File: config.mk
export PLATFORM = sky130hd
export DESIGN_NAME = pmi_fifo
export DESIGN_NICKNAME = d
export VERILOG_FILES = /design/src/sv/pmi_pkg.sv /design/src/sv/pmi_fifo.sv
export SDC_FILE = /design/constraint.sdc
export NUM_CORES = 1
export LEC_CHECK = 0
export BUFFER_PORTS_ARGS = -buffer_cell sky130_fd_sc_hd__buf_4
export CAP_MARGIN = 20
export CELL_PAD_IN_SITES_DETAIL_PLACEMENT = 0
export CELL_PAD_IN_SITES_GLOBAL_PLACEMENT = 1
export CORE_ASPECT_RATIO = 0.5
export CORE_MARGIN = 5
export CORE_UTILIZATION = 40
export DETAILED_ROUTE_END_ITERATION = 10
export MAX_ROUTING_LAYER = met4
export PLACE_DENSITY_LB_ADDON = 0.08
export SLEW_MARGIN = 20
export SYNTH_ARGS = -nofsm -noshare
export SYNTH_HDL_FRONTEND = slang
export SYNTH_SLANG_ARGS = --single-unit
export TNS_END_PERCENT = 30
File: constraint.sdc
create_clock -name clk_i -period 3.7 [get_ports clk_i]
set_input_delay 0.37 -clock clk_i [delete_from_list [all_inputs] [get_ports clk_i]]
set_output_delay 0.37 -clock clk_i [all_outputs]
set_load 0.01 [all_outputs]
File: src/sv/pmi_pkg.sv
// Shared types and constants for the polygon moment of inertia core.
// No dependencies; every other file imports this package.
package pmi_pkg;

  localparam int VERTEX_W         = 12;
  localparam int MASS_W           = 24;
  localparam int INERTIA_W        = 48;
  localparam int CEN_W            = 20;
  localparam int STATUS_W         = 2;
  localparam int AREA_W           = 32;
  localparam int CSUM_W           = 45;
  localparam int MSUM_W           = 57;
  localparam int WIDE_W           = 128;
  localparam int DIVISOR_W        = 64;
  localparam int FIFO_DEPTH       = 2;
  localparam int MAX_VERTICES_DEF = 64;
  localparam int COORD_BITS_DEF   = 12;

  localparam logic [MASS_W-1:0]       MASS_RESET = MASS_W'(256);
  localparam logic signed [CEN_W-1:0] CEN_MAX    = {1'b0, {(CEN_W-1){1'b1}}};
  localparam logic signed [CEN_W-1:0] CEN_MIN    = {1'b1, {(CEN_W-1){1'b0}}};

  typedef enum logic [STATUS_W-1:0] {
    ST_OK        = 2'd0,
    ST_ZERO_AREA = 2'd1,
    ST_OVERFLOW  = 2'd2
  } status_e;

  typedef enum logic {
    MD_MUL,
    MD_DIV
  } md_op_e;

  typedef struct packed {
    logic   start;
    md_op_e op;
  } md_req_t;

  typedef struct packed {
    logic [VERTEX_W-1:0] x;
    logic [VERTEX_W-1:0] y;
    logic                last;
    logic                first;
    logic                drop;
    logic                ovf;
  } vtx_entry_t;

  typedef enum logic [3:0] {
    B_IDLE,
    B_E1,
    B_E2,
    B_E3,
    B_E4,
    B_FIN,
    B_ISSUE,
    B_WAIT,
    B_OUT
  } back_state_e;

  typedef enum logic [2:0] {
    S_P,
    S_SX,
    S_SY,
    S_M,
    S_D1,
    S_D2,
    S_CX,
    S_CY
  } step_e;

endpackage

File: src/sv/pmi_fifo.sv
// Short queue of classified vertices between front and back end.
// Depends on pmi_pkg.
module pmi_fifo (
  input  logic                clk_i,
  input  logic                rst_ni,
  input  logic                push_i,
  input  pmi_pkg::vtx_entry_t entry_i,
  input  logic                pop_i,
  output logic                full_o,
  output logic                valid_o,
  output pmi_pkg::vtx_entry_t entry_o
);
  import pmi_pkg::*;

  localparam int PTR_W = $clog2(FIFO_DEPTH);
  localparam int CNT_W = $clog2(FIFO_DEPTH + 1);

  vtx_entry_t       mem_q [FIFO_DEPTH];
  logic [PTR_W-1:0] wr_q, rd_q;
  logic [CNT_W-1:0] cnt_q;
  logic             do_push, do_pop;

  assign full_o  = (cnt_q == CNT_W'(FIFO_DEPTH));
  assign valid_o = (cnt_q != '0);
  assign entry_o = mem_q[rd_q];
  assign do_push = push_i & ~full_o;
  assign do_pop  = pop_i & valid_o;

  always_ff @(posedge clk_i) begin
    if (do_push) begin
      mem_q[wr_q] <= entry_i;
    end
  end

  always_ff @(posedge clk_i or negedge rst_ni) begin
    if (!rst_ni) begin
      wr_q  <= '0;
      rd_q  <= '0;
      cnt_q <= '0;
    end else begin
      if (do_push) begin
        wr_q <= (wr_q == PTR_W'(FIFO_DEPTH - 1)) ? '0 : wr_q + 1'b1;
      end
      if (do_pop) begin
        rd_q <= (rd_q == PTR_W'(FIFO_DEPTH - 1)) ? '0 : rd_q + 1'b1;
      end
      cnt_q <= cnt_q + CNT_W'(do_push) - CNT_W'(do_pop);
    end
  end

endmodule

==> results.cfg <==
[synth]
seq_area_frac_synth = 0.7846
synthMostInstantiatedCell = sky130_fd_sc_hd__edfxtp_1
ys_warn_count = 0
syn_nets = 139
yosysUniqueCellTypes = 17
postSynthAreaPerCell_um2 = 21.63
post-synth-top-area-fraction = 0.7405
synth_async_sr_flop_share = 0.06667
post_synth_main_area_contributors = sky130_fd_sc_hd__edfxtp_1 74%, sky130_fd_sc_hd__mux2_2 8.9%, sky130_fd_sc_hd__mux2_4 6.6%
synth-main-ff-cell = sky130_fd_sc_hd__edfxtp_1
synth_seq_cells = 60
netlist_area_um2 = 2271
synth_common_cells = 56 x sky130_fd_sc_hd__edfxtp_1, 18 x sky130_fd_sc_hd__mux2_2, 10 x sky130_fd_sc_hd__mux2_4
synth_enable_flop_cells = 56
synth.largest_area_cell = sky130_fd_sc_hd__edfxtp_1
synth_cells = 105

[drt]
post_drt_wl_per_cell_um = 14.73
remaining_drc_errors = 0
first_iter_violations = 40
antenna_left = 0
first_pass_iters = 4
detailroute.via_count = 1136
postRouteWirelength_mm = 3.772
post_drt_via_cell_ratio = 4.438

[placement]
place_hpwl_mm = 2.671
buffers_added_on_ports = 61
post_dp_cell_area_um2 = 2811
finalWeightedCongestion = 0.6932

[timing]
finClkSkew_ns = 0.006354
setup_repair_after_global_routing_missed_its_margin = no
final_period_util = 0.6394
fmax_ghz = 0.4227
tightest_slew_ns = 0.8275
slew-limit-headroom = 0.4484
hold_violations = 0
timing.final.setup_violations = 0
timing.setup.tns_ns = 0
min_period_ns = 2.366
final-max-slew-violation-count = 0

[power_and_ir_drop]
vdd_ir_drop_max_mv = 0.4558
cellLeakagePower_nw = 1.235
power_per_cell_area_nw_per_um2 = 826.0

[worst_setup_path]
timing.critical_path.required_ns = 3.33
worstSetupEndpointType = output port
setup.worst_path.start = rd_q
ff2ff_path_depth = 3
crit_fanout = 16
arrival_ns = 2.00
cp-start-kind = flip-flop
timing_worst_setup_path_type = reg -> out
critical_path.reg2reg.startpoint = cnt_q[1]

[clocking]
insertion_delay_ns = 0.31
clock_buffer_count_from_cts = 9
clkTransAtPathRegs_ns = 0.05
cts.root.buffer_cell = sky130_fd_sc_hd__clkbuf_16
clockBufferDepth = 2
cts_htree_levels = 3
post_cts_resize_count = 0
tritoncts = done
cts_sinks = 60

[global_routing]
initial_antenna_violation_count = 0
grt_start_max_net_pins = 21
first_pass_grt_wire_length_mm = 5.982
first_global_vias = 1317
grtUsageTotal = 0.1141
grt-ovfl-total = 0

[finish]
final_nets = 212
final.fill_count = 446
layout-area-overhead-vs-synth_pct = 37.36
postLayoutCellArea_um2 = 3119
drive_above_1_share = 0.5792
antenna_cells_inserted = 0

[worst_hold_path]
hold_class = in -> reg
whs_path_depth = 1
worstHoldStart = entry_i[23]

[floorplanning]
design.die.area_um2 = 7376
die_w_um = 116.6
core_area_um2 = 5492
num_rows = 19
die_height_um = 63.28
initial_utilization = 0.4135
pin_count = 62

[status]
status = completed

[job]
maxCapViolCount = 0
## cell usage in the layout (no fill, tap or decap), drive strengths merged
master	count
xnor2	3
xor2	1
mux2	28
edfxtp	56
dfrtp	4
clkbuf	14
and2	1
buf	64
nand2	1
nand2b	1
nor2	1
and3	1
bufinv	1
dlygate4sd3	1
or2	1
clkinv	1
inv	2
ha	2
## repair_timing
item,in CTS,in global routing
hold buffers,1,0
hold endpoints to repair,4,0
setup buffers,0,0
## critical path, cell delays in order, from the launching register on
cell and delay [ns]:
sky130_fd_sc_hd__dfrtp_1 0.79, sky130_fd_sc_hd__buf_4 0.38, sky130_fd_sc_hd__mux2_2 0.37, sky130_fd_sc_hd__buf_4 0.14
## flip-flops by register name, summed over array words and instances (netlist names)
register and count:
cnt_q 2, wr_q 1, mem_q 56, rd_q 1
## final timing paths
path                       slack [ns]            to
min                              0.24  mem_q[1][23]
min reg2reg                      0.49      cnt_q[1]
max                              1.33   entry_o[16]
max in group asynchronous        3.21          wr_q
max reg2reg                      1.80   mem_q[1][1]
min in group asynchronous        0.39      cnt_q[0]
## cell type report
class                      count  area, um^2  area share
sequential                    60        1782      0.5712
timing repair buffer          65       490.5      0.1572
multi-input combinational     40       450.4      0.1444
clock buffer                  14       264.0     0.08464
tap                           73       91.34     0.02928
clock inverter                 2       33.78     0.01083
inverter                       2       7.507    0.002407
## stage by stage
stage	instances	total power (W)	worst slack [ns]	hold slack, ns	util
CTS	256	0.002625	1.274	0.2261	0.5680
global route	256	0.002715	1.208	0.2255	0.5680
finish	256	0.002577	1.334	0.2415	0.5680
global placement	239	0.001803	1.643	0.1726	0.5120
floorplan	105	0.001484	1.509	0.07441	-
detailed placement	239	0.001810	1.626	0.1727	0.5120
## metal layers
layer,share of wire,global-route usage
met5,0,-
met4,0.0050,0.05150
met3,0.085,0.04971
met2,0.47,0.1802
met1,0.44,0.1253
## logic make-up after synthesis
logic type	after synthesis	share of synthesized area
DFF	60	0.7846
muxes	28	0.1554
and+or+nand+nor	6	0.01543
buffers and inverters	5	0.01818
xor gates and xnor gates	4	0.01543
adders and majority gates	2	0.01102
## power by group
group	switching, W	leakage (nW)	internal (W)	total, W
clock network	0.000248	0.145	0.000554	0.000802
registers	0.0000768	0.567	0.000935	0.00101
logic	0.000334	0.524	0.000428	0.000763
total	0.000659	1.23	0.00192	0.00258
Note: power is estimated with default switching activity, not from simulation.
