File: config.mk
export PLATFORM = sky130hd
export DESIGN_NAME = pmi_front
export DESIGN_NICKNAME = d
export VERILOG_FILES = /design/src/sv/pmi_pkg.sv /design/src/sv/pmi_front.sv
export SDC_FILE = /design/constraint.sdc
export NUM_CORES = 1
export LEC_CHECK = 0
export BUFFER_PORTS_ARGS = -buffer_cell sky130_fd_sc_hd__clkbuf_2
export CAP_MARGIN = 15
export CORE_ASPECT_RATIO = 0.9
export CORE_MARGIN = 1.5
export CORE_UTILIZATION = 41
export DETAILED_ROUTE_END_ITERATION = 12
export HOLD_SLACK_MARGIN = 0.15
export PLACE_DENSITY = 0.83
export RECOVER_POWER = 25
export SLEW_MARGIN = 20
export SYNTH_ARGS = -nofsm -noshare
export SYNTH_HDL_FRONTEND = slang
export SYNTH_SLANG_ARGS = --single-unit
File: constraint.sdc
create_clock -name clk_i -period 2.2 [get_ports clk_i]
set_input_delay 0.22 -clock clk_i [delete_from_list [all_inputs] [get_ports clk_i]]
set_output_delay 0.22 -clock clk_i [all_outputs]
set_load 0.1 [all_outputs]
File: src/sv/pmi_pkg.sv
// Shared types and constants for the polygon moment of inertia core.
// No dependencies; every other file imports this package.
package pmi_pkg;

  localparam int VERTEX_W         = 12;
  localparam int MASS_W           = 24;
  localparam int INERTIA_W        = 48;
  localparam int CEN_W            = 20;
  localparam int STATUS_W         = 2;
  localparam int AREA_W           = 32;
  localparam int CSUM_W           = 45;
  localparam int MSUM_W           = 57;
  localparam int WIDE_W           = 128;
  localparam int DIVISOR_W        = 64;
  localparam int FIFO_DEPTH       = 2;
  localparam int MAX_VERTICES_DEF = 64;
  localparam int COORD_BITS_DEF   = 12;

  localparam logic [MASS_W-1:0]       MASS_RESET = MASS_W'(256);
  localparam logic signed [CEN_W-1:0] CEN_MAX    = {1'b0, {(CEN_W-1){1'b1}}};
  localparam logic signed [CEN_W-1:0] CEN_MIN    = {1'b1, {(CEN_W-1){1'b0}}};

  typedef enum logic [STATUS_W-1:0] {
    ST_OK        = 2'd0,
    ST_ZERO_AREA = 2'd1,
    ST_OVERFLOW  = 2'd2
  } status_e;

  typedef enum logic {
    MD_MUL,
    MD_DIV
  } md_op_e;

  typedef struct packed {
    logic   start;
    md_op_e op;
  } md_req_t;

  typedef struct packed {
    logic [VERTEX_W-1:0] x;
    logic [VERTEX_W-1:0] y;
    logic                last;
    logic                first;
    logic                drop;
    logic                ovf;
  } vtx_entry_t;

  typedef enum logic [3:0] {
    B_IDLE,
    B_E1,
    B_E2,
    B_E3,
    B_E4,
    B_FIN,
    B_ISSUE,
    B_WAIT,
    B_OUT
  } back_state_e;

  typedef enum logic [2:0] {
    S_P,
    S_SX,
    S_SY,
    S_M,
    S_D1,
    S_D2,
    S_CX,
    S_CY
  } step_e;

endpackage

File: src/sv/pmi_front.sv
// Front end: accepts vertices, counts them and classifies each one.
// Depends on pmi_pkg.
module pmi_front #(
  parameter int MAX_VERTICES = pmi_pkg::MAX_VERTICES_DEF
) (
  input  logic                          clk_i,
  input  logic                          rst_ni,
  input  logic                          start_i,
  input  logic                          full_i,
  input  logic [pmi_pkg::VERTEX_W-1:0]  vertex_x_i,
  input  logic [pmi_pkg::VERTEX_W-1:0]  vertex_y_i,
  input  logic                          last_vertex_i,
  output logic                          busy_o,
  output logic                          push_o,
  output pmi_pkg::vtx_entry_t           entry_o
);
  import pmi_pkg::*;

  localparam int CNT_W = $clog2(MAX_VERTICES + 1);

  logic [CNT_W-1:0] cnt_q, cnt_d;
  logic             ovf_q, ovf_d;
  logic             accept, dropped;

  assign busy_o  = full_i;
  assign accept  = start_i & ~full_i;
  assign dropped = (cnt_q == CNT_W'(MAX_VERTICES));
  assign push_o  = accept & (~dropped | last_vertex_i);

  always_comb begin
    entry_o.x     = vertex_x_i;
    entry_o.y     = vertex_y_i;
    entry_o.last  = last_vertex_i;
    entry_o.first = (cnt_q == '0);
    entry_o.drop  = dropped;
    entry_o.ovf   = ovf_q | dropped;
  end

  always_comb begin
    cnt_d = cnt_q;
    ovf_d = ovf_q;
    if (accept) begin
      if (last_vertex_i) begin
        cnt_d = '0;
        ovf_d = 1'b0;
      end else if (dropped) begin
        ovf_d = 1'b1;
      end else begin
        cnt_d = cnt_q + 1'b1;
      end
    end
  end

  always_ff @(posedge clk_i or negedge rst_ni) begin
    if (!rst_ni) begin
      cnt_q <= '0;
      ovf_q <= 1'b0;
    end else begin
      cnt_q <= cnt_d;
      ovf_q <= ovf_d;
    end
  end

endmodule

==> impl_results.md, run 1 <==
- CP required: ~2000 ps
- HP Class: in -> async
- 1st-iter DRT viols: 17
- Crit path buf inv count: 1
- Final net count: between 100 and 150
- CP startpoint kind: flip-flop
- CTS Buf Count: 3
- Vias per cell: about 5.4
- Post-Syn Area: between 700 and 800 um^2
- Die X: 47.84 um
- Crit-path cells: or3_4 > nor4b_4 > clkbuf_2
- Syn Area/Cell: slightly below 9 um^2
- WP data arrival: around 1800 ps
- Pleak: between 0.3 and 0.4 nW
- CP max stage cell: clkbuf_2
- Synth async-reset ratio: 100.0%
- Post-synth EDFFs: 0
- Least-Margin Pin Slew: around 540 ps
- Root buf cell: clkbuf_4
- Grt total ovfl: 0
- Power Dens Cells: between 1000 and 1500 nW/um^2
- Setup_tns: 0 ps
- Via Count: 506
- Post-synthesis sequential area ratio: 26.98%
- Detailed placement HPWL: about 940 um
- GP Congestion: ~0.84
- # Post-CTS Setup Buffers: 0
- H-tree depth: 1
- Outcome: finished clean
- Share of layout cells above drive strength 1: a little over a quarter
- Final hold violation count: 0
- Worst-path fanout max: 7
- WL final: around 1.3 mm
- Cell row count: 14
- Unique masters post-synth: 30
- Tcrit/Tclk final: a little over nine tenths
- Syn Nets: 114
- Clock Latency Late Sink: between 200 and 300 ps
- CP endpoint kind: output pin
- Final ANT Viol Nets: 0
- Achievable Freq: 485.0 MHz
- Worst Clk Skew: 12.77 ps
- RSZ-0062 raised after global routing: false
- Initial Util: around 44%
- Clk buf depth: 2
- Max Cap Violations: 0
- CTS tree: done
- Post-DR wirelength/cell: between 10 and 15 um
- Die area: just over 2000 um^2
- CP delay by family, top: simple AND/OR/NAND/NOR gates
- Synth warn: 0
- Final Slew Violations: 0
- Vias in the first global route: 432
- Number of remaining DRC errors: 0
- Final number of setup-violating endpoints: 0
- Slew HR: between 60 and 70%
- Sink Count: 8
- Critical path class: reg -> out
- Global-route wire length before repair: a little over 2 mm
- Antenna cells: 0
- Synth-to-Final Area Change: -7.083%
- Port Buffers: 10
- Die height: about 43 um
- Most used DFF post-synth: dfrtp_1
- Antenna violations before repair: 0
- Core Area: about 1700 um^2
- Synth Register Bits: 8
- Final worst path period need: 2062 ps
- DR pass1 iterations: 4
- Max VDD drop: approximately 0.64 mV
- Top Ports: 59
- Largest net degree at the start of global routing: 15
- Finished Core Util: about two fifths
- Post-Synthesis Cells: 83
- GR Util All Layers: 14.22%
- Clock slew at reported path FFs: around 60 ps
- Max incr delay on CP: a little under 500 ps
## where the power goes
group,total [W],internal [W],switching [W],leakage (nW)
registers,0.000244,0.000188,0.0000564,0.0992
clock network,0.000117,0.0000627,0.0000539,0.0138
logic,0.000336,0.000131,0.000205,0.197
## worst paths after layout
kind	start	depth (start not counted)	endpoint	slack (ps)
min	rst_ni	2	cnt_q[0]$_DFFE_PN0P_	330
min reg2reg	ovf_q$_DFFE_PN0P_	1	ovf_q$_DFFE_PN0P_	550
max	cnt_q[3]$_DFFE_PN0P_	3	entry_o[2]	140
max in group asynchronous	rst_ni	2	ovf_q$_DFFE_PN0P_	1670
max reg2reg	cnt_q[3]$_DFFE_PN0P_	4	cnt_q[2]$_DFFE_PN0P_	660
min in group clk_i	last_vertex_i	2	ovf_q$_DFFE_PN0P_	360
## state kept, by name, indices dropped and copies added (netlist names)
name	count
cnt_q	7
ovf_q	1
## cell type report
class / count / area [um^2]
sequential: 8 / 200.2
tap: 24 / 30.03
inverter: 6 / 22.52
multi-input combinational: 40 / 316.6
fill: 181 / 992.2
clock buffer: 3 / 22.52
timing repair buffer: 12 / 97.59
## layer usage
layer	part of all wire (%)	global-route usage [%]
met1	44	19.11
met5	0	0
met2	46	18.13
met4	1.4	5.946
met3	8.6	8.750
## Yosys cell counts (2+ instances only)
cell	number	area share (%)
buf_4	27	27
o31ai_1	2	2.0
nor3b_1	2	2.0
nor2b_1	2	1.7
or3_1	2	1.7
mux2i_1	2	2.7
a311o_1	2	2.7
o21ai_0	3	2.0
o221ai_1	2	2.4
inv_1	6	3.0
nor2_1	2	1.0
nand2_1	3	1.5
and3_1	2	1.7
nand3_1	2	1.3
dfrtp_1	8	27
ha_1	2	3.4
## worst reg2reg max path: stages (launching register included)
cell     delay [ps]
dfrtp_1         450
or3_4           440
or2_4           290
inv_1           140
o21ai_0         110
## cell usage in the layout (no fill, tap or decap), drive strengths merged, types with 3 or more instances in the layout
master	synthesis	routed
inv	6	6
o21ai	3	3
buf	28	4
clkbuf	1	10
or3	3	3
dfrtp	8	8
nand2	3	3
## through the flow
step                      power (W)  area, um^2  hold slack, ps  cells  setup slack, ps
after floorplan           0.0007120       757.0          -75.59     83            85.17
after global placement    0.0005678       656.9           80.36     89            395.7
after detailed placement  0.0005794       656.9           83.79     89            343.8
after CTS                 0.0006990       689.4           340.1     93            67.80
after global routing      0.0007405       689.4           338.7     93            58.14
final                     0.0006967       689.4           329.2     93            138.1
## timing repair
item,4_1_cts,5_1_grt
endpoints found under the hold margin,8,0
resized for setup,0,1
endpoints found under the setup margin,0,1
hold buffers,1,0
## cells by family (layout without fill, tap and decap cells)
| kind of cell | count (synthesis) | after routing | synth area share, % |
|---|---|---|---|
| and+or+nand+nor | 23 | 23 | 19.73 |
| muxes | 2 | 2 | 2.698 |
| DFF | 8 | 8 | 26.98 |
| buffers and inverters | 35 | 21 | 32.38 |
| adders and majority gates | 2 | 2 | 3.372 |
| AOI/OAI and AO/OA | 13 | 13 | 14.84 |
Note: power is estimated with default switching activity, not from simulation.
==> run 2: changes to the inputs <==
- BUFFER_PORTS_ARGS: -buffer_cell sky130_fd_sc_hd__clkbuf_2 -> not set
- CORE_AREA: not set -> 5 5 42 44
- CORE_ASPECT_RATIO: 0.9 -> not set
- CORE_MARGIN: 1.5 -> not set
- CORE_UTILIZATION: 41 -> not set
- DIE_AREA: not set -> 0 0 47 49
- DONT_BUFFER_PORTS: not set -> 1
- PLACE_DENSITY: 0.83 -> 0.71
- clock period: 2.2 -> 2.54 ns (I/O delays scaled with it)
==> run 2 against run 1 <==
  * Setup slack gained 260 ps
  * Sequential power fell by 15%
  * Clock skew shrank 8.8 ps
  * Largest cell class unchanged
  * Register-to-register slack better by 100 ps
  * Non-clock buffer count down 6
  * Total power fell by 21%
  * Global-route usage shrank 1.5 points
  * Hold slack worse by 120 ps
  * Core utilization is 4.1 points higher
==> impl_results.md, run 2 (same netlist as run 1, synthesis figures left out) <==
- Outcome: finished clean
- DR pass1 iterations: 4
- 1st-iter DRT viols: 18
- Max reg flops: 7
- Pleak: approximately 0.28 nW
- Cts repair resizes: 0
- DR WL met3: between 150 and 200 um
- Setup_tns: 0 ps
- CP startpoint kind: flip-flop
- Top sig layer: met4
- Global-route wire length before repair: roughly 2.1 mm
- Met2 WL post-DR: ~610 um
- Post-Route M1 WL: roughly 480 um
- Antenna cells: 0
- CP startpoint: cnt_q[3]$_DFFE_PN0P_
- Worst-path fanout max: 7
- Worst Clk Skew: between 3 and 4 ps
- Tcrit/Tclk final: a little over four fifths
- GP Congestion: between 0.7 and 0.8
- CP endpoint kind: output pin
- Top Ports: 59
- Hold Path Sink: cnt_q[2]$_DFFE_PN0P_
- Vias per cell: 6.114
- WL final: about 1.3 mm
- R2r setup slk: ~760 ps
- Most flops, register: cnt_q
- Share of layout cells above drive strength 1: between 10% and 20%
- Die area: 2303 um^2
- Clock Latency Late Sink: 250 ps
- Detailed placement HPWL: ~950 um
- CTS Buf Count: 3
- Via Count: between 400 and 500
- FF-to-FF End: cnt_q[2]$_DFFE_PN0P_
- CTS tree: done
- Max VDD drop: 0.3719 mV
- Final net count: 96
- Final worst path period need: 2142 ps
- Max Cap Violations: 0
- Vias in the first global route: between 400 and 500
- Final hold violation count: 0
- Core Area: about 1400 um^2
- Worst hold stages: 2
- Finished Core Util: between 40% and 50%
- Final Slew Violations: 0
- Least-Margin Pin Slew: between 800 and 900 ps
- Final number of setup-violating endpoints: 0
- Post-DR wirelength/cell: between 15 and 20 um
- Cell row count: 14
- Grt total ovfl: 0
- Clock slew at reported path FFs: around 60 ps
- Die X: around 47 um
- Initial Util: 52.95%
- Port Buffers: 0
- WP data arrival: approximately 1900 ps
- Final ANT Viol Nets: 0
- Clk buf depth: 2
- HP Class: in -> reg
- Most frequent cells in the layout: 8 x dfrtp_1, 6 x inv_1, 4 x buf_4
- Commonest non-fill, non-tap cell in the layout: dfrtp_1
- H-tree depth: 1
- Number of remaining DRC errors: 0
- Antenna violations before repair: 0
- Final worst setup slack: between 300 and 400 ps
- Largest net degree at the start of global routing: 12
- Sink Count: 8
- Synth-to-Final Area Change: -14.84%
- CP required: around 2300 ps
- Critical path class: reg -> out
- Die height: ~50 um
- Pre-CTS setup slack: around 680 ps
- Power Dens Cells: approximately 870 nW/um^2
- Reg2reg start: cnt_q[3]$_DFFE_PN0P_
- Largest regs: cnt_q x7, ovf_q x1
- GR Util All Layers: approximately an eighth
- Total power: ~0.00055 W
- Slew HR: 45.18%
- RSZ-0062 raised after global routing: false
- Hold Crit Start: last_vertex_i
- Root buf cell: clkbuf_4
- Achievable Freq: around 470 MHz
- R2R cell count: 5
-- run 2: timing repair --
| item | in CTS | in global routing |
|---|---|---|
| endpoints found under the hold margin | 12 | 0 |
| setup endpoints to repair | 0 | 0 |
| hold buffers | 2 | 0 |
| buffers inserted | 0 | 0 |
-- run 2: area by class of cell --
class | instances | area [um^2]
fill | 131 | 769.5
sequential | 8 | 200.2
timing repair buffer | 6 | 50.05
clock buffer | 3 | 22.52
inverter | 6 | 22.52
multi-input combinational | 40 | 316.6
tap | 16 | 20.02
-- run 2: report_power, final --
group,switching (W),internal (W),leakage (nW)
Sequential,0.0000458,0.000163,0.0992
Clock,0.0000438,0.0000541,0.0138
Combinational,0.000156,0.0000896,0.166
Total,0.000246,0.000306,0.279
-- run 2: metrics by stage --
step / cell area [um^2] / hold WS (ps) / std cells
final: 631.9 / 211.5 / 79
after global routing: 631.9 / 210.1 / 79
after CTS: 631.9 / 198.3 / 79
after detailed placement: 589.3 / -41.38 / 74
after global placement: 589.3 / -41.39 / 74
after floorplan: 757.0 / -41.59 / 83
-- run 2: critical path: stages, from the launching register on --
cell and delay [ps]:
dfrtp_1 430, or3_4 430, o31ai_1 320, inv_1 460
-- run 2: how the worst max path moves through the flow --
stage / to / cells past startpoint
2_1_floorplan: entry_o[2] / 3
3_3_place_gp: push_o / 3
3_5_place_dp: push_o / 3
4_1_cts: push_o / 3
5_1_grt: push_o / 5
6_report: push_o / 3
-- run 2: metal layers --
| layer | vias up | global-route usage [%] |
|---|---|---|
| met2 | 33 | 17.19 |
| met1 | 213 | 14.41 |
| li1 | 223 | - |
| met4 | 0 | 12.90 |
| met3 | 14 | 4.059 |
| met5 | - | 0 |
==> run 3: changes to the inputs <==
- clock period: 2.54 -> 2 ns (I/O delays scaled with it)
==> run 3 against run 2 <==
  * Clock skew shrank 2.3 ps
  * Via count rose by 3.3%
  * Final cell count increased by 3.8%
  * Clock-buffer cell count did not move
  * Critical path depth up 1
  * Setup slack worse by 360 ps
  * Register-to-register slack worse by 280 ps
  * Sequential power up 28%
  * Die area unchanged
  * Total power grew 38%
  * Core utilization rose by 3.6 points
  * Highest routed layer unchanged
==> impl_results.md, run 3 (same netlist as run 1, synthesis figures left out) <==
- Pleak: approximately 0.30 nW
- Global-route wire length before repair: 2.139 mm
- GR Util All Layers: between 10% and 20%
- Number of remaining DRC errors: 0
- WP data arrival: roughly 1800 ps
- Max VDD drop: 0.4496 mV
- Final Slew Violations: 0
- Most frequent cells in the layout: 7 x dfrtp_1, 6 x inv_1, 5 x buf_4
- Largest net degree at the start of global routing: 11
- Fillers: roughly 140
- Synth-to-Final Area Change: -8.094%
- Crit-path cells: or3_4 > or2_4 > or2b_2 > buf_12
- Share of layout cells above drive strength 1: 24.24%
- Clock Latency Late Sink: 250 ps
- Vias in the first global route: between 400 and 500
- HP Class: in -> reg
- Final number of setup-violating endpoints: 0
- Port Buffers: 0
- Worst-path fanout max: 7
- Outcome: finished clean
- H-tree depth: 1
- Clk pwr share: 16.5%
- Least-Margin Pin Slew: roughly 380 ps
- Vias per cell: around 6.1
- Max Cap Violations: 0
- Final instance area: around 700 um^2
- Detailed placement HPWL: roughly 980 um
- Final worst path period need: 1957 ps
- Post-DR wirelength/cell: ~17 um
- Critical path class: reg -> out
- Initial Util: 52.95%
- Sw frac: about 43%
- CTS tree: done
- Tcrit/Tclk final: ~98%
- Total power: roughly 0.00076 W
- Top Ports: 59
- Final ANT Viol Nets: 0
- 1st-iter DRT viols: 3
- Antenna violations before repair: 0
- GP Congestion: 0.7233
- Commonest non-fill, non-tap cell in the layout: dfrtp_1
- Post-Layout Cell Count: slightly above 80
- Largest regs: cnt_q x7, ovf_q x1
- Finished Core Util: just under 50%
- NetSw: 0.0003262 W
- CP max stage cell: dfrtp_2
- CTS Buf Count: 3
- Most flops, register: cnt_q
- Via Count: ~500
- Setup_tns: 0 ps
- Die X: approximately 47 um
- Max reg flops: 7
- Achievable Freq: 511.0 MHz
- Combinational share of power: 48.3%
- Antenna cells: 0
- Die height: 49 um
- Grt total ovfl: 0
- WL final: around 1.4 mm
- CP required: about 1800 ps
- DR pass1 iterations: 4
- Core Area: between 1000 and 1500 um^2
- Sink Count: 8
- Placed cell area: slightly above 600 um^2
- Internal power: ~0.00043 W
- CP startpoint kind: flip-flop
- RSZ-0062 raised after global routing: true
- Final hold violation count: 0
- Clock slew at reported path FFs: roughly 50 ps
- Slew HR: 74.26%
- Power Dens Cells: about 1100 nW/um^2
- Worst Clk Skew: 1.610 ps
- Cells after DPL: 75
- Cell row count: 14
- Die area: approximately 2300 um^2
- CP endpoint kind: output pin
- Max incr delay on CP: between 400 and 500 ps
- Clk buf depth: 2
- R2r setup slk: around 480 ps
- Sequential power share: between 30% and 40%
- Root buf cell: clkbuf_4
- Final net count: 99
[run 3: metrics by stage]
step | setup WS [ps] | hold slack, ps
after CTS | 34.62 | 169.6
after global placement | 320.9 | -95.39
final | 43.07 | 172.7
after global routing | -4.962 | 178.0
after floorplan | -94.83 | -95.59
after detailed placement | 312.9 | -95.38
[run 3: critical path, delay by kind of cell, from the launching register on]
family,cells,cell delay (ps)
buffers and inverters,1,170
DFF,1,440
and+or+nand+nor,3,890
[run 3: per-layer routing]
metal | track usage (%) | up-vias | routed length [um]
li1 | - | 233 | -
met1 | 14.09 | 241 | 543
met2 | 18.55 | 13 | 653
met3 | 4.797 | 12 | 142
met4 | 12.90 | 0 | 59
met5 | 0 | - | 0
[run 3: repair_timing]
item,in CTS,in global routing
setup endpoints to repair,0,2
buffers inserted,0,2
hold buffers,2,0
endpoints found under the hold margin,13,0
gates resized for setup,0,1
[run 3: cell type report]
type / count / area, um^2 / area share, %
multi-input combinational: 40 / 317.8 / 46.61
sequential: 8 / 201.4 / 29.54
tap: 16 / 20.02 / 2.936
timing repair buffer: 9 / 97.59 / 14.31
clock buffer: 3 / 22.52 / 3.303
inverter: 6 / 22.52 / 3.303
[run 3: power groups by stage]
stage	registers, W	logic [W]	clock network, W
global placement	0.000264	0.000336	0
CTS	0.000267	0.000352	0.000128
detailed placement	0.000270	0.000342	0
floorplan	0.000243	0.000543	0
global route	0.000274	0.000388	0.000137
finish	0.000267	0.000367	0.000126
[run 3: path summary, 6_finish.rpt]
path,startpoint,end,cells past startpoint
max in group asynchronous,rst_ni,cnt_q[3]$_DFFE_PN0P_,1
worst min register to register,ovf_q$_DFFE_PN0P_,ovf_q$_DFFE_PN0P_,1
worst min-delay path,last_vertex_i,cnt_q[6]$_DFFE_PN0P_,2
worst max register to register,cnt_q[3]$_DFFE_PN0P_,cnt_q[2]$_DFFE_PN0P_,4
worst max-delay path,cnt_q[3]$_DFFE_PN0P_,entry_o[0],4
min in group asynchronous,rst_ni,cnt_q[4]$_DFFE_PN0P_,1
