### config.mk
export PLATFORM = sky130hd
export DESIGN_NAME = pmi_muldiv
export DESIGN_NICKNAME = d
export VERILOG_FILES = /design/src/sv/pmi_pkg.sv /design/src/sv/pmi_muldiv.sv
export SDC_FILE = /design/constraint.sdc
export NUM_CORES = 1
export LEC_CHECK = 0
export BUFFER_PORTS_ARGS = -buffer_cell sky130_fd_sc_hd__buf_2
export CAP_MARGIN = 30
export CELL_PAD_IN_SITES_DETAIL_PLACEMENT = 1
export CELL_PAD_IN_SITES_GLOBAL_PLACEMENT = 2
export CORE_MARGIN = 2
export CORE_UTILIZATION = 37
export DETAILED_ROUTE_END_ITERATION = 6
export GPL_TIMING_DRIVEN = 0
export HOLD_SLACK_MARGIN = 0.1
export PLACE_DENSITY_LB_ADDON = 0.1
export SYNTH_ARGS = -nofsm -noshare
export SYNTH_HDL_FRONTEND = slang
export SYNTH_SLANG_ARGS = --single-unit
### constraint.sdc
create_clock -name clk_i -period 5.2 [get_ports clk_i]
set_input_delay 1.04 -clock clk_i [delete_from_list [all_inputs] [get_ports clk_i]]
set_output_delay 1.04 -clock clk_i [all_outputs]
set_load 0.005 [all_outputs]
### src/sv/pmi_pkg.sv
// Shared types and constants for the polygon moment of inertia core.
// No dependencies; every other file imports this package.
package pmi_pkg;

  localparam int VERTEX_W         = 12;
  localparam int MASS_W           = 24;
  localparam int INERTIA_W        = 48;
  localparam int CEN_W            = 20;
  localparam int STATUS_W         = 2;
  localparam int AREA_W           = 32;
  localparam int CSUM_W           = 45;
  localparam int MSUM_W           = 57;
  localparam int WIDE_W           = 128;
  localparam int DIVISOR_W        = 64;
  localparam int FIFO_DEPTH       = 2;
  localparam int MAX_VERTICES_DEF = 64;
  localparam int COORD_BITS_DEF   = 12;

  localparam logic [MASS_W-1:0]       MASS_RESET = MASS_W'(256);
  localparam logic signed [CEN_W-1:0] CEN_MAX    = {1'b0, {(CEN_W-1){1'b1}}};
  localparam logic signed [CEN_W-1:0] CEN_MIN    = {1'b1, {(CEN_W-1){1'b0}}};

  typedef enum logic [STATUS_W-1:0] {
    ST_OK        = 2'd0,
    ST_ZERO_AREA = 2'd1,
    ST_OVERFLOW  = 2'd2
  } status_e;

  typedef enum logic {
    MD_MUL,
    MD_DIV
  } md_op_e;

  typedef struct packed {
    logic   start;
    md_op_e op;
  } md_req_t;

  typedef struct packed {
    logic [VERTEX_W-1:0] x;
    logic [VERTEX_W-1:0] y;
    logic                last;
    logic                first;
    logic                drop;
    logic                ovf;
  } vtx_entry_t;

  typedef enum logic [3:0] {
    B_IDLE,
    B_E1,
    B_E2,
    B_E3,
    B_E4,
    B_FIN,
    B_ISSUE,
    B_WAIT,
    B_OUT
  } back_state_e;

  typedef enum logic [2:0] {
    S_P,
    S_SX,
    S_SY,
    S_M,
    S_D1,
    S_D2,
    S_CX,
    S_CY
  } step_e;

endpackage

### src/sv/pmi_muldiv.sv
// Iterative unit: shift-add multiply and restoring divide, one bit per cycle.
// Depends on pmi_pkg.
module pmi_muldiv (
  input  logic                             clk_i,
  input  logic                             rst_ni,
  input  pmi_pkg::md_req_t                 req_i,
  input  logic [pmi_pkg::WIDE_W-1:0]       a_i,
  input  logic [pmi_pkg::DIVISOR_W-1:0]    b_i,
  output logic                             done_o,
  output logic [pmi_pkg::WIDE_W-1:0]       result_o
);
  import pmi_pkg::*;

  localparam int CNT_W = $clog2(WIDE_W);

  logic                 busy_q, done_q;
  md_op_e               op_q;
  logic [WIDE_W-1:0]    a_q, acc_q;
  logic [DIVISOR_W-1:0] b_q;
  logic [DIVISOR_W:0]   rem_q, rem_sh;
  logic [CNT_W-1:0]     cnt_q;
  logic                 fits;

  assign rem_sh   = {rem_q[DIVISOR_W-1:0], a_q[WIDE_W-1]};
  assign fits     = (rem_sh >= {1'b0, b_q});
  assign done_o   = done_q;
  assign result_o = (op_q == MD_MUL) ? acc_q : a_q;

  always_ff @(posedge clk_i or negedge rst_ni) begin
    if (!rst_ni) begin
      busy_q <= 1'b0;
      done_q <= 1'b0;
      op_q   <= MD_MUL;
      cnt_q  <= '0;
    end else begin
      done_q <= 1'b0;
      if (req_i.start) begin
        busy_q <= 1'b1;
        op_q   <= req_i.op;
        cnt_q  <= '0;
      end else if (busy_q) begin
        if (op_q == MD_MUL) begin
          if (b_q == '0) begin
            busy_q <= 1'b0;
            done_q <= 1'b1;
          end
        end else begin
          cnt_q <= cnt_q + 1'b1;
          if (cnt_q == CNT_W'(WIDE_W - 1)) begin
            busy_q <= 1'b0;
            done_q <= 1'b1;
          end
        end
      end
    end
  end

  always_ff @(posedge clk_i) begin
    if (req_i.start) begin
      a_q   <= a_i;
      b_q   <= b_i;
      acc_q <= '0;
      rem_q <= '0;
    end else if (busy_q) begin
      if (op_q == MD_MUL) begin
        if (b_q != '0) begin
          if (b_q[0]) begin
            acc_q <= acc_q + a_q;
          end
          a_q <= {a_q[WIDE_W-2:0], 1'b0};
          b_q <= {1'b0, b_q[DIVISOR_W-1:1]};
        end
      end else begin
        rem_q <= fits ? rem_sh - {1'b0, b_q} : rem_sh;
        a_q   <= {a_q[WIDE_W-2:0], fits};
      end
    end
  end

endmodule

==> Implementation_results.wiki, run 1 <==
{| class="wikitable"
! Metric !! Value
|-
| Run status || complete, no violations
|-
| Count of cell types in the netlist || 84
|-
| Most frequent cell after synthesis || sky130_fd_sc_hd__nand2_1
|-
| Via total after detailed routing || 27800
|-
| Logic gate share of total power || 0.339
|-
| Count of nets after finishing || 4177
|-
| Critical path class || reg -> reg
|-
| Area taken by flip-flops and latches || 9860 µm²
|-
| Starting Density || 0.371
|-
| Layout-stage area growth over the synthesis result || 16.4%
|-
| Launching instance or port of the critical path || a_q[0]$_DFFE_PP_
|-
| Post-Route Skew || 0.0249 ns
|-
| Fraction of the yosys area taken by sequential cells || 0.338
|-
| Layout fillers || 9492
|-
| Portion of synthesized cell area occupied by the leading cell type || 0.197
|-
| HP Class || in -> async
|-
| Critical-path cell with the highest stage delay || sky130_fd_sc_hd__a211oi_1
|-
| Count of endpoints failing setup in the final report || 0
|-
| HPWL after detailed placement || 91.4 mm
|-
| Number of global-route vias before repair || 29100
|-
| Vias per cell || 5.70
|-
| Library cell with the largest summed area after synthesis || sky130_fd_sc_hd__edfxtp_1
|-
| Leakage || 0.0146 µW
|-
| Area taken by multi-input logic gates || 18200 µm²
|-
| Final worst path period share || 0.993
|-
| Final slew viol count || 0
|-
| Antenna violations before repair || 1
|-
| Synthesis-stage register bit count || 394
|-
| Area inside the core boundary || 78600 µm²
|-
| Clk pin slew, worst setup/hold paths || 0.06 ns
|-
| Die width || 285 µm
|-
| Wire length of the first global-routing pass || 175 mm
|-
| DRC errors left || 0
|-
| Post-synth top cells || sky130_fd_sc_hd__nand2_1 (458), sky130_fd_sc_hd__a21oi_1 (351), sky130_fd_sc_hd__o21ai_0 (271)
|-
| Initial DRC count || 1728
|-
| Clock network latency to the later pin of the worst-skew pair || 0.62 ns
|-
| Netlist area before placement || 29200 µm²
|-
| Avg WL per Cell || 23.3 µm
|-
| Fraction of final layout cells with drive strength greater than 1 || 0.185
|-
| Max incr delay on CP || 0.67 ns
|-
| CTS root buf || sky130_fd_sc_hd__clkbuf_16
|-
| Resized cells post-CTS || 5
|-
| CP required || 5.67 ns
|-
| Worst slew pin tran || 1.04 ns
|-
| Proportion of power drawn by the clock network || 0.307
|-
| Overflow after GRT || 0
|-
| Routed wire length || 114 mm
|-
| Setup Slack @ Placement || -0.364 ns
|-
| Sink count of the clock tree || 394
|-
| Sw Share || 0.371
|-
| Chip Height || 285 µm
|-
| # Max-Cap Violations || 0
|-
| Max-Slew Margin vs Limit || 0.304
|-
| Number of rows created at floorplan || 103
|-
| Unrepaired setup endpoints after global routing || true
|-
| Final count of hold timing violations || 0
|-
| P per Cell Area || 325 nW/µm²
|-
| Kind of launch point of the worst setup path || flop
|-
| Mean instance size in the synthesized netlist || 8.59 µm²
|-
| Aggregate negative setup slack || 0 ns
|-
| Number of CTS-inserted buffers || 49
|-
| Signal arrival time at the worst endpoint || 5.63 ns
|-
| Post CTS Setup Buffer Count || 0
|-
| Startpoint of the worst-slack reg-to-reg timing path || a_q[0]$_DFFE_PP_
|-
| IR Drop Worst-Case VDD || 0.245 mV
|-
| Endpoint kind of the worst setup timing path || flop
|-
| Number of nets with antenna violations after detailed routing || 0
|-
| Number of hold buffers added after CTS || 0
|-
| First drt pass iteration count || 5
|-
| CTS H-Tree Depth || 2
|-
| Synthesized Nets || 3788
|-
| Number of warnings printed during yosys synthesis || 0
|-
| RePlAce Congestion || 0.925
|-
| Asr flop ratio synth || 0.0254
|-
| Relative contribution of sequential cells to total power || 0.354
|-
| Die footprint || 81200 µm²
|-
| Cells taking the most area after synthesis || sky130_fd_sc_hd__edfxtp_1 (20%), sky130_fd_sc_hd__dfxtp_1 (13%), sky130_fd_sc_hd__mux2_2 (10%), sky130_fd_sc_hd__ha_1 (8.2%), sky130_fd_sc_hd__a21oi_1 (6.0%)
|-
| Count of boundary I/O pins || 325
|-
| Setup slack of the critical path after layout || 0.0387 ns
|-
| Maximum number of pins on one net before global-route repair || 64
|-
| Cell count after synthesis || 3398
|-
| CP max FO || 4
|-
| Total global routing track utilization || 0.273
|-
| Cell occurring most often along the worst timing path || sky130_fd_sc_hd__a211oi_1
|-
| Cells along the critical path || ha_1, fa_1, a21oi_1, o221ai_2, a211oi_1, nor4b_1, nor3_2, nor3_1, o2111ai_1, nand2_1, a211oi_1, xor2_1, o21ai_0
|-
| Highest Clock Rate || 0.194 GHz
|-
| Power spent charging and discharging nets || 4100 µW
|-
| Count of input and output buffers || 323
|-
| Final Critical Period || 5.16 ns
|-
| Primary flip-flop cell chosen by synthesis mapping || sky130_fd_sc_hd__edfxtp_1
|-
| CTS tree || built
|-
| Worst-case clock buffer depth || 3
|-
| Cell-internal power || 6940 µW
|-
| Number of synthesized flops with an enable pin || 192
|}
per-layer routing:
layer | GRT usage | share of wire | wire length, µm | up-vias
li1 | - | - | - | 13300
met1 | 0.378 | 0.47 | 53600 | 13800
met2 | 0.459 | 0.47 | 53300 | 582
met3 | 0.0254 | 0.040 | 4510 | 112
met4 | 0.0656 | 0.022 | 2550 | 0
met5 | 0 | 0 | 0 | -
worst max-delay path, delay by kind of cell (launching register included):
| kind | cells | cell delay (ns) |
|---|---|---|
| adders and majority gates | 2 | 0.70 |
| AOI/OAI and AO/OA | 6 | 2.48 |
| xor gates and xnor gates | 1 | 0.18 |
| DFF | 1 | 0.43 |
| and+or+nand+nor | 4 | 1.20 |
power by group through the flow:
stage               Combinational [µW]  Sequential (µW)  Clock (µW)
floorplan                         2490             3830           0
global placement                  3630             3950           0
detailed placement                3700             3960           0
CTS                               3740             3900        3480
global route                      4140             3950        3590
finish                            3740             3900        3390
logic make-up after synthesis:
family | count (synthesis) | synth area share
AO/OA/AOI/OAI | 1036 | 0.218
XOR/XNOR | 150 | 0.0450
adder cells (fa/ha/maj) | 194 | 0.0837
buffers and inverters | 329 | 0.0426
flip-flops | 394 | 0.338
multiplexers | 312 | 0.118
AND/OR/NAND/NOR | 983 | 0.155
path summary, 6_finish.rpt:
| check | slack [ns] | to | depth (start not counted) |
|---|---|---|---|
| worst min register to register | 0.47 | acc_q[28]$_SDFFE_PP0P_ | 2 |
| max in group asynchronous | 4.71 | cnt_q[2]$_DFFE_PN0P_ | 1 |
| min in group clk_i | 0.47 | acc_q[28]$_SDFFE_PP0P_ | 2 |
| worst max-delay path | 0.04 | acc_q[100]$_SDFFE_PP0P_ | 13 |
| worst max register to register | 0.04 | acc_q[100]$_SDFFE_PP0P_ | 13 |
| worst min-delay path | 0.27 | cnt_q[5]$_DFFE_PN0P_ | 1 |
state kept, by name, indices dropped and copies added (netlist names):
register / count
a_q: 128
acc_q: 128
b_q: 64
rem_q: 64
cnt_q: 7
busy_q: 1
done_o: 1
op_q: 1
area by class of cell:
type | count | area share
Antenna cell | 2 | 0.000147
Buffer | 193 | 0.0216
Clock buffer | 79 | 0.0434
Clock inverter | 13 | 0.00188
Inverter | 136 | 0.0150
Multi-Input combinational cell | 2675 | 0.534
Sequential cell | 394 | 0.290
Tap cell | 1050 | 0.0387
Timing Repair Buffer | 338 | 0.0551
layout by cell type (no fill, tap or decap), types with 17 or more instances in the layout:
| cell | instances |
|---|---|
| sky130_fd_sc_hd__o31ai_1 | 18 |
| sky130_fd_sc_hd__xnor2_1 | 83 |
| sky130_fd_sc_hd__inv_1 | 135 |
| sky130_fd_sc_hd__a211oi_1 | 26 |
| sky130_fd_sc_hd__o21a_1 | 29 |
| sky130_fd_sc_hd__a32oi_1 | 17 |
| sky130_fd_sc_hd__a21o_1 | 102 |
| sky130_fd_sc_hd__o21bai_1 | 62 |
| sky130_fd_sc_hd__nand3_1 | 46 |
| sky130_fd_sc_hd__or3_1 | 22 |
| sky130_fd_sc_hd__dfxtp_1 | 192 |
| sky130_fd_sc_hd__mux2_2 | 259 |
| sky130_fd_sc_hd__and3_1 | 20 |
| sky130_fd_sc_hd__nand2_1 | 457 |
| sky130_fd_sc_hd__nor3_1 | 47 |
| sky130_fd_sc_hd__nor2_1 | 172 |
| sky130_fd_sc_hd__clkbuf_1 | 195 |
| sky130_fd_sc_hd__a31oi_1 | 20 |
| sky130_fd_sc_hd__ha_1 | 192 |
| sky130_fd_sc_hd__nor4_1 | 28 |
| sky130_fd_sc_hd__clkbuf_16 | 53 |
| sky130_fd_sc_hd__edfxtp_1 | 192 |
| sky130_fd_sc_hd__a21oi_1 | 350 |
| sky130_fd_sc_hd__xor2_1 | 67 |
| sky130_fd_sc_hd__mux2i_1 | 53 |
| sky130_fd_sc_hd__buf_2 | 329 |
| sky130_fd_sc_hd__o21ai_0 | 271 |
| sky130_fd_sc_hd__nand4_1 | 103 |
metrics by stage:
stage,util,cell area [µm²],std cells,total power [µW],hold WS [ns]
6_report,0.432,34000,4880,11000,0.274
3_3_place_gp,0.409,32100,4771,7580,0.451
5_1_grt,0.432,34000,4878,11700,0.271
2_1_floorplan,-,29200,3398,6310,0.437
3_5_place_dp,0.412,32400,4785,7670,0.466
4_1_cts,0.432,33900,4877,11100,0.243
Note: power is estimated with default switching activity, not from simulation.
==> inputs of run 2 (changes only) <==
==> constraint.sdc (replaced) <==
create_clock -name clk_i -period 5.6 [get_ports clk_i]
set_input_delay 1.12 -clock clk_i [delete_from_list [all_inputs] [get_ports clk_i]]
set_output_delay 1.12 -clock clk_i [all_outputs]
set_load 0.005 [all_outputs]
==> run 2 against run 1 <==
Effect of this change:
- count of clock-buffer cells in the layout unchanged
- design area hardly changed
- utilization barely moved
- critical path depth down 2
- combinational power shrank 7.2%
- critical path type unchanged
==> Implementation_results.wiki, run 2 (synthesis results as in run 1) <==
{| class="wikitable"
! Metric !! Value
|-
| Layout fillers || 9494 (+0.021%)
|-
| Layout-stage area growth over the synthesis result || 16.3% (about the same)
|-
| Maximum number of pins on one net before global-route repair || 64 (unchanged)
|-
| Endpoint kind of the worst setup timing path || flop
|-
| Critical-path cell with the highest stage delay || sky130_fd_sc_hd__nor4_1
|-
| P per Cell Area || 302 nW/µm² (-7.1%)
|-
| Count of nets after finishing || 4177 (unchanged)
|-
| Area taken by flip-flops and latches || 9860 µm² (unchanged)
|-
| Total power draw || 10300 µW (-7.2%)
|-
| First drt pass iteration count || 5 (unchanged)
|-
| Critical path class || reg -> reg
|-
| Number of nets with antenna violations after detailed routing || 0 (unchanged)
|-
| CTS tree || built
|-
| Signal arrival time at the worst endpoint || 6.03 ns (+0.40 ns)
|-
| Count of boundary I/O pins || 325 (unchanged)
|-
| Number of CTS-inserted buffers || 49 (unchanged)
|-
| Final worst path period share || 0.979 (-0.0132)
|-
| Starting Density || 0.371 (unchanged)
|-
| Avg WL per Cell || 23.3 µm (about the same)
|-
| Cell occurring most often along the worst timing path || sky130_fd_sc_hd__clkbuf_1
|-
| Biggest registers after layout || a_q: 128 flops, acc_q: 128 flops
|-
| CP max FO || 10 (+6)
|-
| Wire length of the first global-routing pass || 175 mm (about the same)
|-
| Die width || 285 µm (unchanged)
|-
| Cells along the critical path || nor4_1, nand4_1, nor4_1, nor3b_1, nand2_1, clkbuf_1, clkbuf_1, buf_6, clkbuf_1, nand2_1, a21oi_1
|-
| CTS root buf || sky130_fd_sc_hd__clkbuf_16
|-
| CP required || 6.14 ns (+0.47 ns)
|-
| Max-Slew Margin vs Limit || 0.316 (+0.0122)
|-
| Number of rows created at floorplan || 103 (unchanged)
|-
| Layout Cell Area excl Fill || 34000 µm² (about the same)
|-
| Overflow after GRT || 0 (unchanged)
|-
| Via total after detailed routing || 27800 (+0.11%)
|-
| Area taken by multi-input logic gates || 18100 µm² (-0.17%)
|-
| DRC errors left || 0 (unchanged)
|-
| Count of non-filler cells in the finished layout || 4880 (unchanged)
|-
| Number of hold buffers added after CTS || 0 (unchanged)
|-
| Worst-case clock buffer depth || 3 (unchanged)
|-
| Die footprint || 81200 µm² (unchanged)
|-
| HP Class || in -> async
|-
| Kind of launch point of the worst setup path || flop
|-
| Post-Route Skew || 0.0229 ns (-0.00204 ns)
|-
| Area inside the core boundary || 78600 µm² (unchanged)
|-
| Unrepaired setup endpoints after global routing || false
|-
| Inst Count DP || 4785 (unchanged)
|-
| Final slew viol count || 0 (unchanged)
|-
| RePlAce Congestion || 0.925 (unchanged)
|-
| Most frequent cells in the layout || sky130_fd_sc_hd__nand2_1 (457), sky130_fd_sc_hd__a21oi_1 (351), sky130_fd_sc_hd__buf_2 (329)
|-
| Highest Clock Rate || 0.182 GHz (-5.9%)
|-
| Final Critical Period || 5.48 ns (+0.323 ns)
|-
| Leakage || 0.0146 µW (about the same)
|-
| IR Drop Worst-Case VDD || 0.227 mV (-7.2%)
|-
| CTS H-Tree Depth || 2 (unchanged)
|-
| Post-DP Area || 32400 µm² (unchanged)
|-
| Clock network latency to the later pin of the worst-skew pair || 0.62 ns (about the same)
|-
| Antenna violations before repair || 1 (unchanged)
|-
| Count of input and output buffers || 323 (unchanged)
|-
| Routed wire length || 114 mm (about the same)
|-
| Run status || complete, no violations
|-
| Vias per cell || 5.70 (+0.11%)
|-
| Sink count of the clock tree || 394 (unchanged)
|-
| HPWL after detailed placement || 91.4 mm (unchanged)
|-
| Final count of hold timing violations || 0 (unchanged)
|-
| # Max-Cap Violations || 0 (unchanged)
|-
| Number of global-route vias before repair || 29100 (+0.027%)
|-
| Fraction of final layout cells with drive strength greater than 1 || 0.184 (-0.00157)
|-
| Total global routing track utilization || 0.273 (about the same)
|-
| Count of endpoints failing setup in the final report || 0 (unchanged)
|-
| Chip Height || 285 µm (unchanged)
|-
| Most common cell after layout, fill and taps aside || sky130_fd_sc_hd__nand2_1
|-
| Max incr delay on CP || 0.77 ns (+0.10 ns)
|-
| Post CTS Setup Buffer Count || 0 (unchanged)
|-
| Worst slew pin tran || 1.03 ns (-0.0183 ns)
|-
| Clk pin slew, worst setup/hold paths || 0.06 ns (about the same)
|-
| Initial DRC count || 1638 (-5.2%)
|}
-- run 2: cell types whose count changed in the layout (fill, tap and decap cells not counted) --
cell and delta:
sky130_fd_sc_hd__nor3_1 +1, sky130_fd_sc_hd__clkbuf_2 -1, sky130_fd_sc_hd__a21oi_1 +1, sky130_fd_sc_hd__nor4_1 +1
sky130_fd_sc_hd__nor4_2 -1, sky130_fd_sc_hd__clkbuf_1 +1, sky130_fd_sc_hd__a211oi_2 -2, sky130_fd_sc_hd__a21oi_2 -1
sky130_fd_sc_hd__nor3_4 -1, sky130_fd_sc_hd__a211oi_1 +2
-- run 2: final timing paths --
check,from,end,slack [ns],cells after the start
worst max-delay path,b_q[17]$_DFFE_PP_,acc_q[78]$_SDFFE_PP0P_,0.12,11
max in group asynchronous,rst_ni,cnt_q[2]$_DFFE_PN0P_,5.04,1
worst min register to register,acc_q[28]$_SDFFE_PP0P_,acc_q[28]$_SDFFE_PP0P_,0.47,2
worst max register to register,b_q[17]$_DFFE_PP_,acc_q[78]$_SDFFE_PP0P_,0.12,11
min in group clk_i,acc_q[28]$_SDFFE_PP0P_,acc_q[28]$_SDFFE_PP0P_,0.47,2
worst min-delay path,rst_ni,cnt_q[6]$_DFFE_PN0P_,0.35,1
-- run 2: what timing repair did --
item | 4_1_cts | 5_1_grt
resized for setup | 0 | 3
hold endpoints to repair | 0 | 0
endpoints found under the setup margin | 0 | 4
-- run 2: per-stage QoR --
| stage | setup WS [ns] | TNS [ns] | util | hold WS (ns) |
|---|---|---|---|---|
| after detailed placement | 0.0358 | 0 | 0.412 | 0.466 |
| after global routing | 0.0485 | 0 | 0.432 | 0.351 |
| after CTS | 0.0331 | 0 | 0.431 | 0.323 |
| after floorplan | 0.622 | 0 | - | 0.437 |
| final | 0.116 | 0 | 0.432 | 0.353 |
| after global placement | -2.57 | -327.93 | 0.409 | 0.451 |
-- run 2: power breakdown --
group	switching [µW]	leakage, µW	internal, µW
Clock	1360	0.000754	1790
Sequential	271	0.00373	3350
Combinational	2180	0.0101	1300
Total	3810	0.0146	6440
-- run 2: layout make-up --
type,count,area share
Tap cell,1050,0.0387
Clock inverter,13,0.00188
Buffer,193,0.0216
Sequential cell,394,0.290
Timing Repair Buffer,338,0.0551
Clock buffer,79,0.0434
Multi-Input combinational cell,2675,0.534
Inverter,136,0.0150
Antenna cell,2,0.000147
-- run 2: critical path: cells and delay by family (launching register included) --
kind / cells / cell delay [ns]
buf+inv: 4 / 2.07
compound gates: 1 / 0.14
flops: 1 / 0.39
simple gates: 6 / 2.79
-- run 2: metal layers --
layer | vias up | GRT usage | wire [µm]
met4 | 0 | 0.0656 | 2400
li1 | 13300 | - | -
met1 | 13900 | 0.378 | 53600
met2 | 576 | 0.459 | 53400
met5 | - | 0 | 0
met3 | 109 | 0.0254 | 4550
